===== src/design/crt_congruence_merge_macros.svh =====
// ----------------------------------------------------------------------------
// Assertion macros for the congruence merge block
// Implication checks that compile away when SYNTH is defined.
// ----------------------------------------------------------------------------
`ifndef CRT_CONGRUENCE_MERGE_MACROS_SVH
`define CRT_CONGRUENCE_MERGE_MACROS_SVH
`ifndef SYNTH
`define ASSERT_IMPLY(lbl, clk, rstn, ante, cons) \
  lbl: assert property (@(posedge clk) disable iff (!rstn) (ante) |-> (cons)) \
    else $error("assertion failed");
`define ASSERT_NEXT(lbl, clk, rstn, ante, cons) \
  lbl: assert property (@(posedge clk) disable iff (!rstn) (ante) |=> (cons)) \
    else $error("assertion failed");
`else
`define ASSERT_IMPLY(lbl, clk, rstn, ante, cons)
`define ASSERT_NEXT(lbl, clk, rstn, ante, cons)
`endif
`endif


===== src/design/crt_pkg.sv =====
// ----------------------------------------------------------------------------
// Congruence merge package
// Shared widths, state and status codes, and the divider request type.
// ----------------------------------------------------------------------------
package crt_pkg;

  localparam int DATA_W           = 63;
  localparam int CNT_W            = 6;
  localparam int FIELD_W          = 16;
  localparam int MODULUS_BITS_DEF = 16;

  typedef enum logic [1:0] {
    ST_OK    = 2'd0,
    ST_NOSOL = 2'd1,
    ST_OVF   = 2'd2
  } status_e;

  typedef enum logic [3:0] {
    S_IDLE, S_RED, S_AMOD, S_RMOD, S_EU_CHK, S_EU_DIV, S_EU_MUL, S_CDIV,
    S_SDIV, S_LCM, S_INV, S_TMUL, S_TSTART, S_TDIV, S_RES
  } state_e;

  typedef struct packed {
    logic             start;
    logic [CNT_W-1:0] nbits;
  } div_req_t;

endpackage


===== src/design/crt_congruence_merge.sv =====
// ----------------------------------------------------------------------------
// Congruence merge (generalized Chinese remainder)
// Merges x = residue (mod modulus) into a running congruence, one per item.
// ----------------------------------------------------------------------------
//
//   Channel  Direction  Handshake              Payload
//   in       input      in_valid_i/in_stall_o   modulus_i, residue_i, first_item_i
//   out      output     out_valid_o/out_stall_i merged_residue_o, merged_modulus_o,
//                                               status_o
//
// A first item or an item after a sticky error only reduces its residue. A
// merge runs the steps below, each division on the shared bit-serial
// divider, one quotient bit per cycle.
// Reset gives x = 0 (mod 1) with consistent status. A result stays on the
// outputs until transferred; no new item is taken until then.
//
// Every item first reduces its residue modulo its modulus. A merge then takes
// the running modulus and residue modulo m, runs extended Euclid with signed
// coefficients to get g and the coefficient of the running modulus, checks
// that g divides the residue difference, forms lcm = run_modulus * (m/g) with
// a shift-add multiplier (its upper bits flag overflow), and finally adds
// t * run_modulus to the running residue, t being the step solution mod m/g.
module crt_congruence_merge #(
  parameter int MODULUS_BITS = crt_pkg::MODULUS_BITS_DEF
) (
  input  logic                        clk_i,
  input  logic                        rst_ni,
  input  logic                        in_valid_i,
  output logic                        in_stall_o,
  input  logic [crt_pkg::FIELD_W-1:0] modulus_i,
  input  logic [crt_pkg::FIELD_W-1:0] residue_i,
  input  logic                        first_item_i,
  output logic                        out_valid_o,
  input  logic                        out_stall_i,
  output logic [crt_pkg::DATA_W-1:0]  merged_residue_o,
  output logic [crt_pkg::DATA_W-1:0]  merged_modulus_o,
  output logic [1:0]                  status_o
);

  localparam int MB   = MODULUS_BITS;
  localparam int DW   = crt_pkg::DATA_W;
  localparam int CW   = crt_pkg::CNT_W;
  localparam int FW   = crt_pkg::FIELD_W;
  localparam int IN_W = (MB < FW) ? MB : FW;
  localparam int SW   = MB + 2;
  localparam int PW   = DW + MB;
  localparam int MC_W = $clog2(MB);

  crt_pkg::state_e  state_q, state_d;
  crt_pkg::status_e status_q;

  logic            out_valid_q, accept, fin;
  logic [MB-1:0]   m_q, r_q, r0_q, r1_q, q_q, tr_q, c_q, cq_q, s_q, inv_q;
  logic            first_q;
  logic signed [SW-1:0] s0_q, s1_q, ts;
  logic signed [2*MB+2:0] qs_prod;
  logic [2*MB-1:0] prod_q;
  logic [DW-1:0]   run_mod_q, run_res_q, lcm_q;
  logic [PW-1:0]   mcand_q, acc_q, acc_nxt;
  logic [MB-1:0]   mplier_q;
  logic [MC_W-1:0] mcnt_q;
  logic            mul_last, ovf;

  logic [MB-1:0]   m_in, r_in;
  logic [MB:0]     c_sum, c_red;
  logic [SW-1:0]   s0_abs;
  logic [MB-1:0]   inv_calc;

  crt_pkg::div_req_t div_req;
  logic [DW-1:0]   div_dvd, div_quo;
  logic [MB-1:0]   div_dvs, div_rem;
  logic            div_done;
  logic            mul_start;
  logic [MB-1:0]   mul_val;

  crt_div #(
    .DIVISOR_BITS(MB)
  ) u_div (
    .clk_i     (clk_i),
    .rst_ni    (rst_ni),
    .req_i     (div_req),
    .dividend_i(div_dvd),
    .divisor_i (div_dvs),
    .done_o    (div_done),
    .quo_o     (div_quo),
    .rem_o     (div_rem)
  );

  // Handshake and input capture.
  assign in_stall_o = (state_q != crt_pkg::S_IDLE) || out_valid_q;
  assign accept     = in_valid_i && !in_stall_o;
  assign m_in = (modulus_i[IN_W-1:0] == '0) ? MB'(1) : MB'(modulus_i[IN_W-1:0]);
  assign r_in = MB'(residue_i[IN_W-1:0]);

  // Residue difference (r - run_residue) mod m, both operands below m.
  assign c_sum = {1'b0, r_q} + {1'b0, m_q} - {1'b0, div_rem};
  assign c_red = (c_sum >= {1'b0, m_q}) ? (c_sum - {1'b0, m_q}) : c_sum;

  // Euclid coefficient update.
  assign qs_prod = $signed({1'b0, q_q}) * s1_q;
  assign ts      = s0_q - qs_prod[SW-1:0];

  // Inverse from the signed coefficient: |coef| mod s, fixed up when negative.
  assign s0_abs   = s0_q[SW-1] ? SW'(-s0_q) : SW'(s0_q);
  assign inv_calc = (s0_q[SW-1] && (div_rem != '0)) ? (s_q - div_rem) : div_rem;

  // Shift-add multiplier with the running modulus as multiplicand.
  assign acc_nxt  = acc_q + (mplier_q[0] ? mcand_q : '0);
  assign mul_last = mcnt_q == MC_W'(MB - 1);
  assign ovf      = acc_nxt[PW-1:DW] != '0;

  // Next state.
  always_comb begin
    state_d = state_q;
    unique case (state_q)
      crt_pkg::S_IDLE:   if (accept) state_d = crt_pkg::S_RED;
      crt_pkg::S_RED: begin
        if (div_done) begin
          if (first_q || (status_q != crt_pkg::ST_OK)) state_d = crt_pkg::S_IDLE;
          else state_d = crt_pkg::S_AMOD;
        end
      end
      crt_pkg::S_AMOD:   if (div_done) state_d = crt_pkg::S_RMOD;
      crt_pkg::S_RMOD:   if (div_done) state_d = crt_pkg::S_EU_CHK;
      crt_pkg::S_EU_CHK: state_d = (r1_q == '0) ? crt_pkg::S_CDIV : crt_pkg::S_EU_DIV;
      crt_pkg::S_EU_DIV: if (div_done) state_d = crt_pkg::S_EU_MUL;
      crt_pkg::S_EU_MUL: state_d = crt_pkg::S_EU_CHK;
      crt_pkg::S_CDIV: begin
        if (div_done) state_d = (div_rem != '0) ? crt_pkg::S_IDLE : crt_pkg::S_SDIV;
      end
      crt_pkg::S_SDIV:   if (div_done) state_d = crt_pkg::S_LCM;
      crt_pkg::S_LCM:    if (mul_last) state_d = ovf ? crt_pkg::S_IDLE : crt_pkg::S_INV;
      crt_pkg::S_INV:    if (div_done) state_d = crt_pkg::S_TMUL;
      crt_pkg::S_TMUL:   state_d = crt_pkg::S_TSTART;
      crt_pkg::S_TSTART: state_d = crt_pkg::S_TDIV;
      crt_pkg::S_TDIV:   if (div_done) state_d = crt_pkg::S_RES;
      crt_pkg::S_RES:    if (mul_last) state_d = crt_pkg::S_IDLE;
      default:           state_d = crt_pkg::S_IDLE;
    endcase
  end

  // Divider and multiplier requests, and the end of an item.
  always_comb begin
    div_req.start = 1'b0;
    div_req.nbits = CW'(MB);
    div_dvd       = '0;
    div_dvs       = m_q;
    mul_start     = 1'b0;
    mul_val       = div_quo[MB-1:0];
    fin           = 1'b0;
    unique case (state_q)
      crt_pkg::S_IDLE: begin
        div_req.start = accept;
        div_dvd       = DW'(r_in);
        div_dvs       = m_in;
      end
      crt_pkg::S_RED: begin
        if (div_done) begin
          if (first_q || (status_q != crt_pkg::ST_OK)) begin
            fin = 1'b1;
          end else begin
            div_req.start = 1'b1;
            div_req.nbits = CW'(DW);
            div_dvd       = run_mod_q;
          end
        end
      end
      crt_pkg::S_AMOD: begin
        div_req.start = div_done;
        div_req.nbits = CW'(DW);
        div_dvd       = run_res_q;
      end
      crt_pkg::S_EU_CHK: begin
        div_req.start = 1'b1;
        if (r1_q == '0) begin
          div_dvd = DW'(c_q);
          div_dvs = r0_q;
        end else begin
          div_dvd = DW'(r0_q);
          div_dvs = r1_q;
        end
      end
      crt_pkg::S_CDIV: begin
        if (div_done) begin
          if (div_rem != '0) begin
            fin = 1'b1;
          end else begin
            div_req.start = 1'b1;
            div_dvd       = DW'(m_q);
            div_dvs       = r0_q;
          end
        end
      end
      crt_pkg::S_SDIV: mul_start = div_done;
      crt_pkg::S_LCM: begin
        if (mul_last) begin
          if (ovf) begin
            fin = 1'b1;
          end else begin
            div_req.start = 1'b1;
            div_req.nbits = CW'(MB + 1);
            div_dvd       = DW'(s0_abs[MB:0]);
            div_dvs       = s_q;
          end
        end
      end
      crt_pkg::S_TSTART: begin
        div_req.start = 1'b1;
        div_req.nbits = CW'(2 * MB);
        div_dvd       = DW'(prod_q);
        div_dvs       = s_q;
      end
      crt_pkg::S_TDIV: begin
        mul_start = div_done;
        mul_val   = div_rem;
      end
      crt_pkg::S_RES: fin = mul_last;
      default: ;
    endcase
  end

  // Control registers.
  always_ff @(posedge clk_i or negedge rst_ni) begin
    if (!rst_ni) begin
      state_q     <= crt_pkg::S_IDLE;
      out_valid_q <= 1'b0;
      status_q    <= crt_pkg::ST_OK;
      run_mod_q   <= DW'(1);
      run_res_q   <= '0;
    end else begin
      state_q <= state_d;
      if (fin) out_valid_q <= 1'b1;
      else if (out_valid_q && !out_stall_i) out_valid_q <= 1'b0;
      if ((state_q == crt_pkg::S_RED) && div_done && first_q) begin
        run_mod_q <= DW'(m_q);
        run_res_q <= DW'(div_rem);
        status_q  <= crt_pkg::ST_OK;
      end
      if ((state_q == crt_pkg::S_CDIV) && div_done && (div_rem != '0)) begin
        status_q <= crt_pkg::ST_NOSOL;
      end
      if ((state_q == crt_pkg::S_LCM) && mul_last && ovf) status_q <= crt_pkg::ST_OVF;
      if ((state_q == crt_pkg::S_RES) && mul_last) begin
        run_res_q <= run_res_q + acc_nxt[DW-1:0];
        run_mod_q <= lcm_q;
      end
    end
  end

  // Working registers.
  always_ff @(posedge clk_i) begin
    if (accept) begin
      m_q     <= m_in;
      first_q <= first_item_i;
    end
    if (mul_start) begin
      acc_q    <= '0;
      mcand_q  <= PW'(run_mod_q);
      mplier_q <= mul_val;
      mcnt_q   <= '0;
    end else if ((state_q == crt_pkg::S_LCM) || (state_q == crt_pkg::S_RES)) begin
      acc_q    <= acc_nxt;
      mcand_q  <= mcand_q << 1;
      mplier_q <= mplier_q >> 1;
      mcnt_q   <= mcnt_q + 1'b1;
    end
    unique case (state_q)
      crt_pkg::S_RED: if (div_done) r_q <= div_rem;
      crt_pkg::S_AMOD: begin
        if (div_done) begin
          r0_q <= div_rem;
          r1_q <= m_q;
          s0_q <= SW'(1);
          s1_q <= '0;
        end
      end
      crt_pkg::S_RMOD:   if (div_done) c_q <= c_red[MB-1:0];
      crt_pkg::S_EU_DIV: begin
        if (div_done) begin
          q_q  <= div_quo[MB-1:0];
          tr_q <= div_rem;
        end
      end
      crt_pkg::S_EU_MUL: begin
        r0_q <= r1_q;
        r1_q <= tr_q;
        s0_q <= s1_q;
        s1_q <= ts;
      end
      crt_pkg::S_CDIV:   if (div_done) cq_q <= div_quo[MB-1:0];
      crt_pkg::S_SDIV:   if (div_done) s_q <= div_quo[MB-1:0];
      crt_pkg::S_LCM:    if (mul_last) lcm_q <= acc_nxt[DW-1:0];
      crt_pkg::S_INV:    if (div_done) inv_q <= inv_calc;
      crt_pkg::S_TMUL:   prod_q <= cq_q * inv_q;
      default: ;
    endcase
  end

  assign out_valid_o      = out_valid_q;
  assign merged_residue_o = run_res_q;
  assign merged_modulus_o = run_mod_q;
  assign status_o         = status_q;

  `include "crt_congruence_merge_macros.svh"

  `ASSERT_NEXT(a_accept_busy, clk_i, rst_ni, accept, state_q != crt_pkg::S_IDLE)
  `ASSERT_IMPLY(a_mod_nonzero, clk_i, rst_ni, 1'b1, run_mod_q != '0)
  `ASSERT_IMPLY(a_out_idle, clk_i, rst_ni, out_valid_o, state_q == crt_pkg::S_IDLE)

endmodule


===== src/design/crt_div.sv =====
// ----------------------------------------------------------------------------
// Serial restoring divider
// One quotient bit per cycle over a dividend of a selectable number of bits.
// ----------------------------------------------------------------------------
module crt_div #(
  parameter int DIVISOR_BITS = crt_pkg::MODULUS_BITS_DEF
) (
  input  logic                       clk_i,
  input  logic                       rst_ni,
  input  crt_pkg::div_req_t          req_i,
  input  logic [crt_pkg::DATA_W-1:0] dividend_i,
  input  logic [DIVISOR_BITS-1:0]    divisor_i,
  output logic                       done_o,
  output logic [crt_pkg::DATA_W-1:0] quo_o,
  output logic [DIVISOR_BITS-1:0]    rem_o
);

  localparam int DW = crt_pkg::DATA_W;
  localparam int CW = crt_pkg::CNT_W;

  logic                  busy_q, done_q;
  logic [CW-1:0]         cnt_q;
  logic [DW-1:0]         quo_q;
  logic [DIVISOR_BITS-1:0] rem_q, dvs_q;
  logic [DIVISOR_BITS:0] trial, diff;
  logic                  ge;
  logic [CW-1:0]         shamt;

  assign trial = {rem_q, quo_q[DW-1]};
  assign ge    = trial >= {1'b0, dvs_q};
  assign diff  = trial - {1'b0, dvs_q};
  assign shamt = CW'(DW) - req_i.nbits;

  always_ff @(posedge clk_i or negedge rst_ni) begin
    if (!rst_ni) begin
      busy_q <= 1'b0;
      done_q <= 1'b0;
      cnt_q  <= '0;
    end else begin
      done_q <= 1'b0;
      if (req_i.start) begin
        busy_q <= 1'b1;
        cnt_q  <= req_i.nbits;
      end else if (busy_q) begin
        cnt_q <= cnt_q - 1'b1;
        if (cnt_q == CW'(1)) begin
          busy_q <= 1'b0;
          done_q <= 1'b1;
        end
      end
    end
  end

  always_ff @(posedge clk_i) begin
    if (req_i.start) begin
      quo_q <= dividend_i << shamt;
      rem_q <= '0;
      dvs_q <= divisor_i;
    end else if (busy_q) begin
      quo_q <= {quo_q[DW-2:0], ge};
      rem_q <= ge ? diff[DIVISOR_BITS-1:0] : trial[DIVISOR_BITS-1:0];
    end
  end

  assign done_o = done_q;
  assign quo_o  = quo_q;
  assign rem_o  = rem_q;

endmodule


===== config.mk =====
export PLATFORM = sky130hd
export DESIGN_NAME = crt_congruence_merge
export DESIGN_NICKNAME = d
export VERILOG_FILES = /design/src/design/crt_pkg.sv /design/src/design/crt_congruence_merge.sv /design/src/design/crt_div.sv
export VERILOG_INCLUDE_DIRS = /design/src /design/src/design
export SDC_FILE = /design/constraint.sdc
export NUM_CORES = 2
export LEC_CHECK = 0
export BUFFER_PORTS_ARGS = -buffer_cell sky130_fd_sc_hd__buf_2
export CAP_MARGIN = 20
export CORE_ASPECT_RATIO = 1.5
export CORE_MARGIN = 10
export CORE_UTILIZATION = 40
export CTS_CLUSTER_DIAMETER = 120
export DETAILED_ROUTE_END_ITERATION = 6
export PLACE_DENSITY = 0.56
export SYNTH_ARGS = -nofsm -noshare
export SYNTH_HDL_FRONTEND = slang
export SYNTH_SLANG_ARGS = --single-unit

===== constraint.sdc =====
create_clock -name clk_i -period 15.9 [get_ports clk_i]
set_clock_uncertainty 0.15 [all_clocks]
set_input_delay 1.59 -clock clk_i [delete_from_list [all_inputs] [get_ports clk_i]]
set_output_delay 1.59 -clock clk_i [all_outputs]
set_load 0.005 [all_outputs]

# Word level (Yosys, flattened, before mapping)
# Cells that the tools add are included.
# word_totals
wordCells,198
ff_bits,706
latchBits,0
inputBits,37
output_inout_bits,130
mem_bits_ro,0
memories,0
ram_bits,0
# op_classes
n_addsub,12
n_mul,2
bitwise,0
n_shift,1
magnitude_cmp,2
n_reduce_logical,39
div_mod_pow,0
muxes,84
eq_ne,27
# op_table
operator,count
$mux 63,10
$pmux 63 s7,1
$mux 16,17
$pmux 16 s5,1
$add 79x79->79,1
$mux 79,1
$pmux 18 s2,2
$pmux 16 s2,2
$add 63x63->63,1
$shl 63x6->63,1
$pmux 4 s15,1
$mux 4,13
$mux 17,3
$sub 16x16->16,3
$mux 18,2
$ge 17x16->1,2
$eq 4x4->1 const B,8
$logic_not 16->1,2
$mul 16x16->32,1
$reduce_bool 16->1,2
$mux 7,4
$pmux 6 s4,1
$mul 17x18->18,1
$sub 18x18->18,1
other kinds (27),86

# Logic depth before layout (Yosys ltp)
# logic_depth
depth_word,9
depth_mapped,28
ltp_nobuf,27

# Modules after synthesis
# From an unflattened synthesis, not the netlist that was laid out.
# unflattened
cells_unflattened,6167
hier_area_um2,57797.9
# by_module_without_submodules
module,cells_each,seq_area_each_um2,instances,area_per_inst_um2
crt_congruence_merge,5309,16452.0,1,49338.6
crt_div,858,2892.8,1,8459.4

# Worst setup path before layout
# Ideal clock, no wire load.
# synth_timing
kind,register to register
start,register cq_q[10]
end,"register prod_q[31], data pin"
setup_slack_ns,8.976
arrival_time_ns,6.514
synth_period_minus_slack_ns,6.924
setup_ns,0.260
t_required_ns,15.490
stages_incl_launch_ff,25
path_buffers,1
cell_sequence,edfxtp_1 clkbuf_1 nand2_1 fa_1 inv_1 fa_1 inv_1 fa_1 fa_1 inv_1 fa_1 inv_1 fa_1 inv_1 ha_1 a311oi_1 o21ai_0 a2111oi_0 nor3_1 nor4_1 o21ai_0 and4_1 o31a_1 nor2_1 xnor2_1
# synth_between
elab_chain_cells,1
# synth_lines
item,line,rtl
from (decl),crt_congruence_merge.sv:53,"logic [MB-1:0] m_q, r_q, r0_q, r1_q, q_q, tr_q, c_q, cq_q, s_q, inv_q;"
from (signal assigned),crt_congruence_merge.sv:290,crt_pkg::S_CDIV: if (div_done) cq_q <= div_quo[MB-1:0];
$mul 16x16->32,crt_congruence_merge.sv:294,crt_pkg::S_TMUL: prod_q <= cq_q * inv_q;
to (signal assigned),crt_congruence_merge.sv:294,
to (decl),crt_congruence_merge.sv:57,logic [2*MB-1:0] prod_q;
# Every way passes these cells.
# A chain may end at the register's enable or synchronous reset.

# Final worst setup path
# layout_timing
start,register mplier_q[0]
end,register run_res_q[62] (netlist: merged_residue_o[62])
# layout_between
elab_chain_cells,4
# layout_lines
item,line,rtl
from (decl),crt_congruence_merge.sv:60,logic [MB-1:0] mplier_q;
from (signal assigned),crt_congruence_merge.sv:259,mplier_q <= mul_val;
from (signal assigned),crt_congruence_merge.sv:264,mplier_q <= mplier_q >> 1;
$mux 79,crt_congruence_merge.sv:108,assign acc_nxt = acc_q + (mplier_q[0] ? mcand_q : '0);
$add 79x79->79,crt_congruence_merge.sv:108,
via acc_nxt[18],crt_congruence_merge.sv:59,"logic [PW-1:0] mcand_q, acc_q, acc_nxt;"
$add 63x63->63,crt_congruence_merge.sv:244,run_res_q <= run_res_q + acc_nxt[DW-1:0];
$mux 63,crt_congruence_merge.sv:243,if ((state_q == crt_pkg::S_RES) && mul_last) begin
to (signal assigned),crt_congruence_merge.sv:236,run_res_q <= DW'(div_rem);
to (signal assigned),crt_congruence_merge.sv:244,
to (decl),crt_congruence_merge.sv:58,"logic [DW-1:0] run_mod_q, run_res_q, lcm_q;"
# The timed path passes the listed nets, and every way through them passes these cells.

==> flow_summary.json <==
{
  "hold_viol": 0,
  "clock_latency_ps": 700,
  "fin_nets": 6578,
  "yosysWarnings": 0,
  "relSlewSlack": 0.260,
  "crit_end": "merged_residue_o[62]$_DFFE_PN0P_",
  "endpoint_kind": "register",
  "startpoint": "mplier_q[0]$_DFFE_PP_",
  "pwr-share-seq": 0.248,
  "finalSetupTns_ps": 0,
  "dr_total_vias": 44300,
  "clock_sinks": 706,
  "dieArea_sq_um": 152000,
  "slowest_stage": "o31ai_1",
  "fin_crit_ps": 8040,
  "postPlaceCellArea_sq_um": 57300,
  "numPortBuffers": 166,
  "leakagePower_nw": 26.2,
  "power_frac_clock": 0.157,
  "start_util": 0.402,
  "core.rowCount": 166,
  "ff2ff_setup_slack_ps": 7860,
  "drc_errors": 0,
  "grt_setup_unrepaired": "no",
  "fp.dieH_um": 473,
  "status": "finished clean",
  "io_pins": 167,
  "cts_hold_buf": 0,
  "final_layout_size_suffix_gt1_frac": 0.0753,
  "max_freq_mhz": 124,
  "synth_edf_count": 450,
  "globalRouteTotalUtil": 0.249,
  "min_path_type": "register to register",
  "syn_avg_cell_area_sq_um": 9.42,
  "cts_resized": 0,
  "wl_per_cell_um": 25.1,
  "ys_dominant_reg_cell": "edfxtp_1",
  "routed_via_density": 5.79,
  "cts_root_buf": "clkbuf_16",
  "ys_ff_latch": 706,
  "syn_nets": 6564,
  "netlist_area_sq_um": 54800,
  "cts-buffers-inserted": 74,
  "hold_slack_ps": 299,
  "power_density_nw_per_um2": 200,
  "slew_viol_final": 0,
  "p_sw_w": 0.00546,
  "critPathKind": "register to register",
  "worstPathCellList": "buf_4 > and2_1 > ha_1 > fa_1 > a211oi_1 > o21ai_0 > a22oi_1 > nand2b_1 > o22ai_1 > xnor2_1 > ha_1 > a21o_1 > a21oi_1 > o21a_1 > nor3_1 > a2111o_1 > a41oi_1 > o31a_1 > o21ai_0 > o31ai_1 > o21ai_0 > a311oi_1 > mux2i_1 > mux2i_1",
  "grt_max_degree": 88,
  "finalSetupViolCount": 0,
  "dpl.hpwl_um": 146000,
  "r2r-end": "merged_residue_o[62]$_DFFE_PN0P_",
  "cts_buffer_depth": 3,
  "netSwitchingFraction": 0.457,
  "async_flop_share": 0.200,
  "core-area_sq_um": 136000,
  "critPathMaxFanout": 80,
  "worst_r2r_path_depth": 24,
  "p_int_w": 0.00649,
  "gr-total-overflow": 0,
  "area_growth_syn_to_layout_pct": 9.23,
  "cp_data_required_time_ps": 16350,
  "cts_tree": "yes",
  "path_clk_slew_ps": 60,
  "wirelength_um": 192000,
  "synth_cell_types": 94,
  "cp_common_cell": "o21ai_0",
  "die_w_um": 322,
  "post_cts_buffers": 0,
  "initialDrtViolationCount": 3499,
  "ant_nets": 0,
  "cp-start-kind": "register",
  "grt_pass1_wl_um": 288000,
  "antenna_found_initial": 7,
  "grt_pass1_vias": 45300,
  "worst_slew_pin_slew_ps": 1110,
  "fin_area_sq_um": 59800,
  "pwr-share-comb": 0.595,
  "slowest_delay_ps": 650,
  "ir_drop_v": 0.000271,
  "max_cap_violations": 0,
  "place.gp.congestion": 0.975,
  "fin_crit_sh": 0.505,
  "htree_levels": 3,
  "crit_arrival_ps": 8490,
  "drtPass1Iterations": 6,
  "rr_startpoint": "mplier_q[0]$_DFFE_PP_",
  "netlist_instances": 5811,
  "yosysSeqAreaShare": 0.353
}
==> flip-flops by register name (all words and copies together) (netlist names), 18 cells and up <==
name and cells:
acc_q 79, lcm_q 63, mcand_q 79, merged_modulus_o 63, merged_residue_o 63, prod_q 32, s0_q 18, s1_q 18
u_div.quo_o 63
==> critical path: cells and delay by family, from the launching register on <==
| kind | cells | cell delay [ps] |
|---|---|---|
| AOI/OAI and AO/OA | 14 | 4760 |
| xor gates and xnor gates | 1 | 220 |
| buffers and inverters | 1 | 360 |
| and+or+nand+nor | 3 | 530 |
| muxes | 2 | 460 |
| DFF | 1 | 360 |
| adders and majority gates | 3 | 1040 |
==> per-stage QoR <==
step                       util  instances  setup WS (ps)  total power [W]
after global placement    0.420       7512           8100          0.00994
after CTS                 0.439       7649           7920           0.0119
final                     0.439       7652           7860           0.0120
after floorplan               -       5811           8980          0.00802
after global routing      0.439       7650           7470           0.0128
after detailed placement  0.420       7512           8000           0.0100
==> cell usage in the layout, fill, tap and decap left out, types with 37 or more instances in the layout <==
master	n
nor3_1	52
fa_1	340
o211ai_1	37
a21oi_1	303
xor2_1	96
edfxtp_1	450
xnor2_1	161
nor2_1	259
nand4_1	47
nand2_1	863
and3_1	58
inv_1	520
nor4_1	41
dfxtp_1	115
nand3_1	93
clkbuf_16	78
a211oi_1	38
a21o_1	104
and2_1	309
buf_4	66
buf_2	165
o21ai_0	363
ha_1	376
dfrtp_1	140
o21bai_1	39
a22oi_1	69
a22o_1	109
==> layout make-up <==
| type | instances | area (sq um) |
|---|---|---|
| tap | 1764 | 2210 |
| inverter | 522 | 1960 |
| clock inverter | 32 | 390 |
| clock buffer | 105 | 2130 |
| fill | 13300 | 76400 |
| multi-input combinational | 4288 | 32400 |
| antenna | 2 | 5.00 |
| sequential | 706 | 19300 |
| timing repair buffer | 233 | 1340 |
==> how the worst min path moves through the flow <==
| stage | cells after the start | start | endpoint | slack [ps] |
|---|---|---|---|---|
| 6_report | 2 | lcm_q[27]$_DFFE_PP_ | merged_modulus_o[27]$_DFFE_PN0P_ | 300 |
| 2_1_floorplan | 2 | lcm_q[16]$_DFFE_PP_ | merged_modulus_o[16]$_DFFE_PN0P_ | 280 |
| 3_3_place_gp | 2 | lcm_q[43]$_DFFE_PP_ | merged_modulus_o[43]$_DFFE_PN0P_ | 280 |
| 5_1_grt | 2 | lcm_q[34]$_DFFE_PP_ | merged_modulus_o[34]$_DFFE_PN0P_ | 330 |
| 3_5_place_dp | 2 | lcm_q[37]$_DFFE_PP_ | merged_modulus_o[37]$_DFFE_PN0P_ | 290 |
| 4_1_cts | 2 | lcm_q[37]$_DFFE_PP_ | merged_modulus_o[37]$_DFFE_PN0P_ | 300 |
==> power groups by stage <==
stage	Clock (W)	Combinational, W	Sequential (W)
floorplan	0	0.00520	0.00282
global placement	0	0.00696	0.00298
detailed placement	0	0.00701	0.00298
CTS	0.00191	0.00708	0.00295
global route	0.00197	0.00785	0.00299
finish	0.00188	0.00711	0.00296
==> kinds of logic (layout without fill, tap and decap cells) <==
group	after synthesis	after routing	synth area share
adder cells (fa/ha/maj)	716	716	0.210
XOR/XNOR	257	257	0.0411
AO/OA/AOI/OAI	1358	1358	0.163
multiplexers	69	69	0.0134
buffers and inverters	817	892	0.0566
AND/OR/NAND/NOR	1888	1888	0.163
flip-flops	706	706	0.353
other	0	2	0
==> synthesized netlist by cell type, drive strengths merged (17+ instances only) <==
| master | count | area (sq um) |
|---|---|---|
| dfrtp | 140 | 3500 |
| a211oi | 38 | 285 |
| xor2 | 96 | 841 |
| o21a | 30 | 225 |
| nand4 | 47 | 294 |
| o21bai | 39 | 293 |
| a21boi | 33 | 248 |
| nor4 | 44 | 282 |
| a22o | 109 | 955 |
| edfxtp | 450 | 13500 |
| buf | 25 | 121 |
| a21oi | 305 | 1530 |
| a21o | 105 | 788 |
| a31oi | 26 | 163 |
| a221o | 21 | 210 |
| nor2 | 267 | 1000 |
| nand3 | 93 | 465 |
| nor3 | 57 | 297 |
| o21ai | 364 | 1820 |
| fa | 340 | 6810 |
| or3 | 19 | 119 |
| xnor2 | 161 | 1410 |
| dfxtp | 115 | 2300 |
| mux2i | 33 | 330 |
| and3 | 60 | 385 |
| inv | 522 | 1960 |
| nor2b | 36 | 225 |
| ha | 376 | 4700 |
| a22oi | 69 | 518 |
| mux2 | 36 | 405 |
| o211ai | 37 | 278 |
| o31ai | 36 | 270 |
| clkbuf | 270 | 1020 |
| or2 | 17 | 106 |
| nand2b | 37 | 231 |
| nand2 | 864 | 3240 |
| and2 | 311 | 1950 |
==> routing by layer <==
metal / wire length (um) / global-route usage / share of wire
met4: 12700 / 0.145 / 0.066
met5: 71 / 0 / 0.00037
met2: 94500 / 0.430 / 0.49
met3: 10900 / 0.0390 / 0.057
met1: 73900 / 0.289 / 0.38
Power figures use the tool's default switching activity.
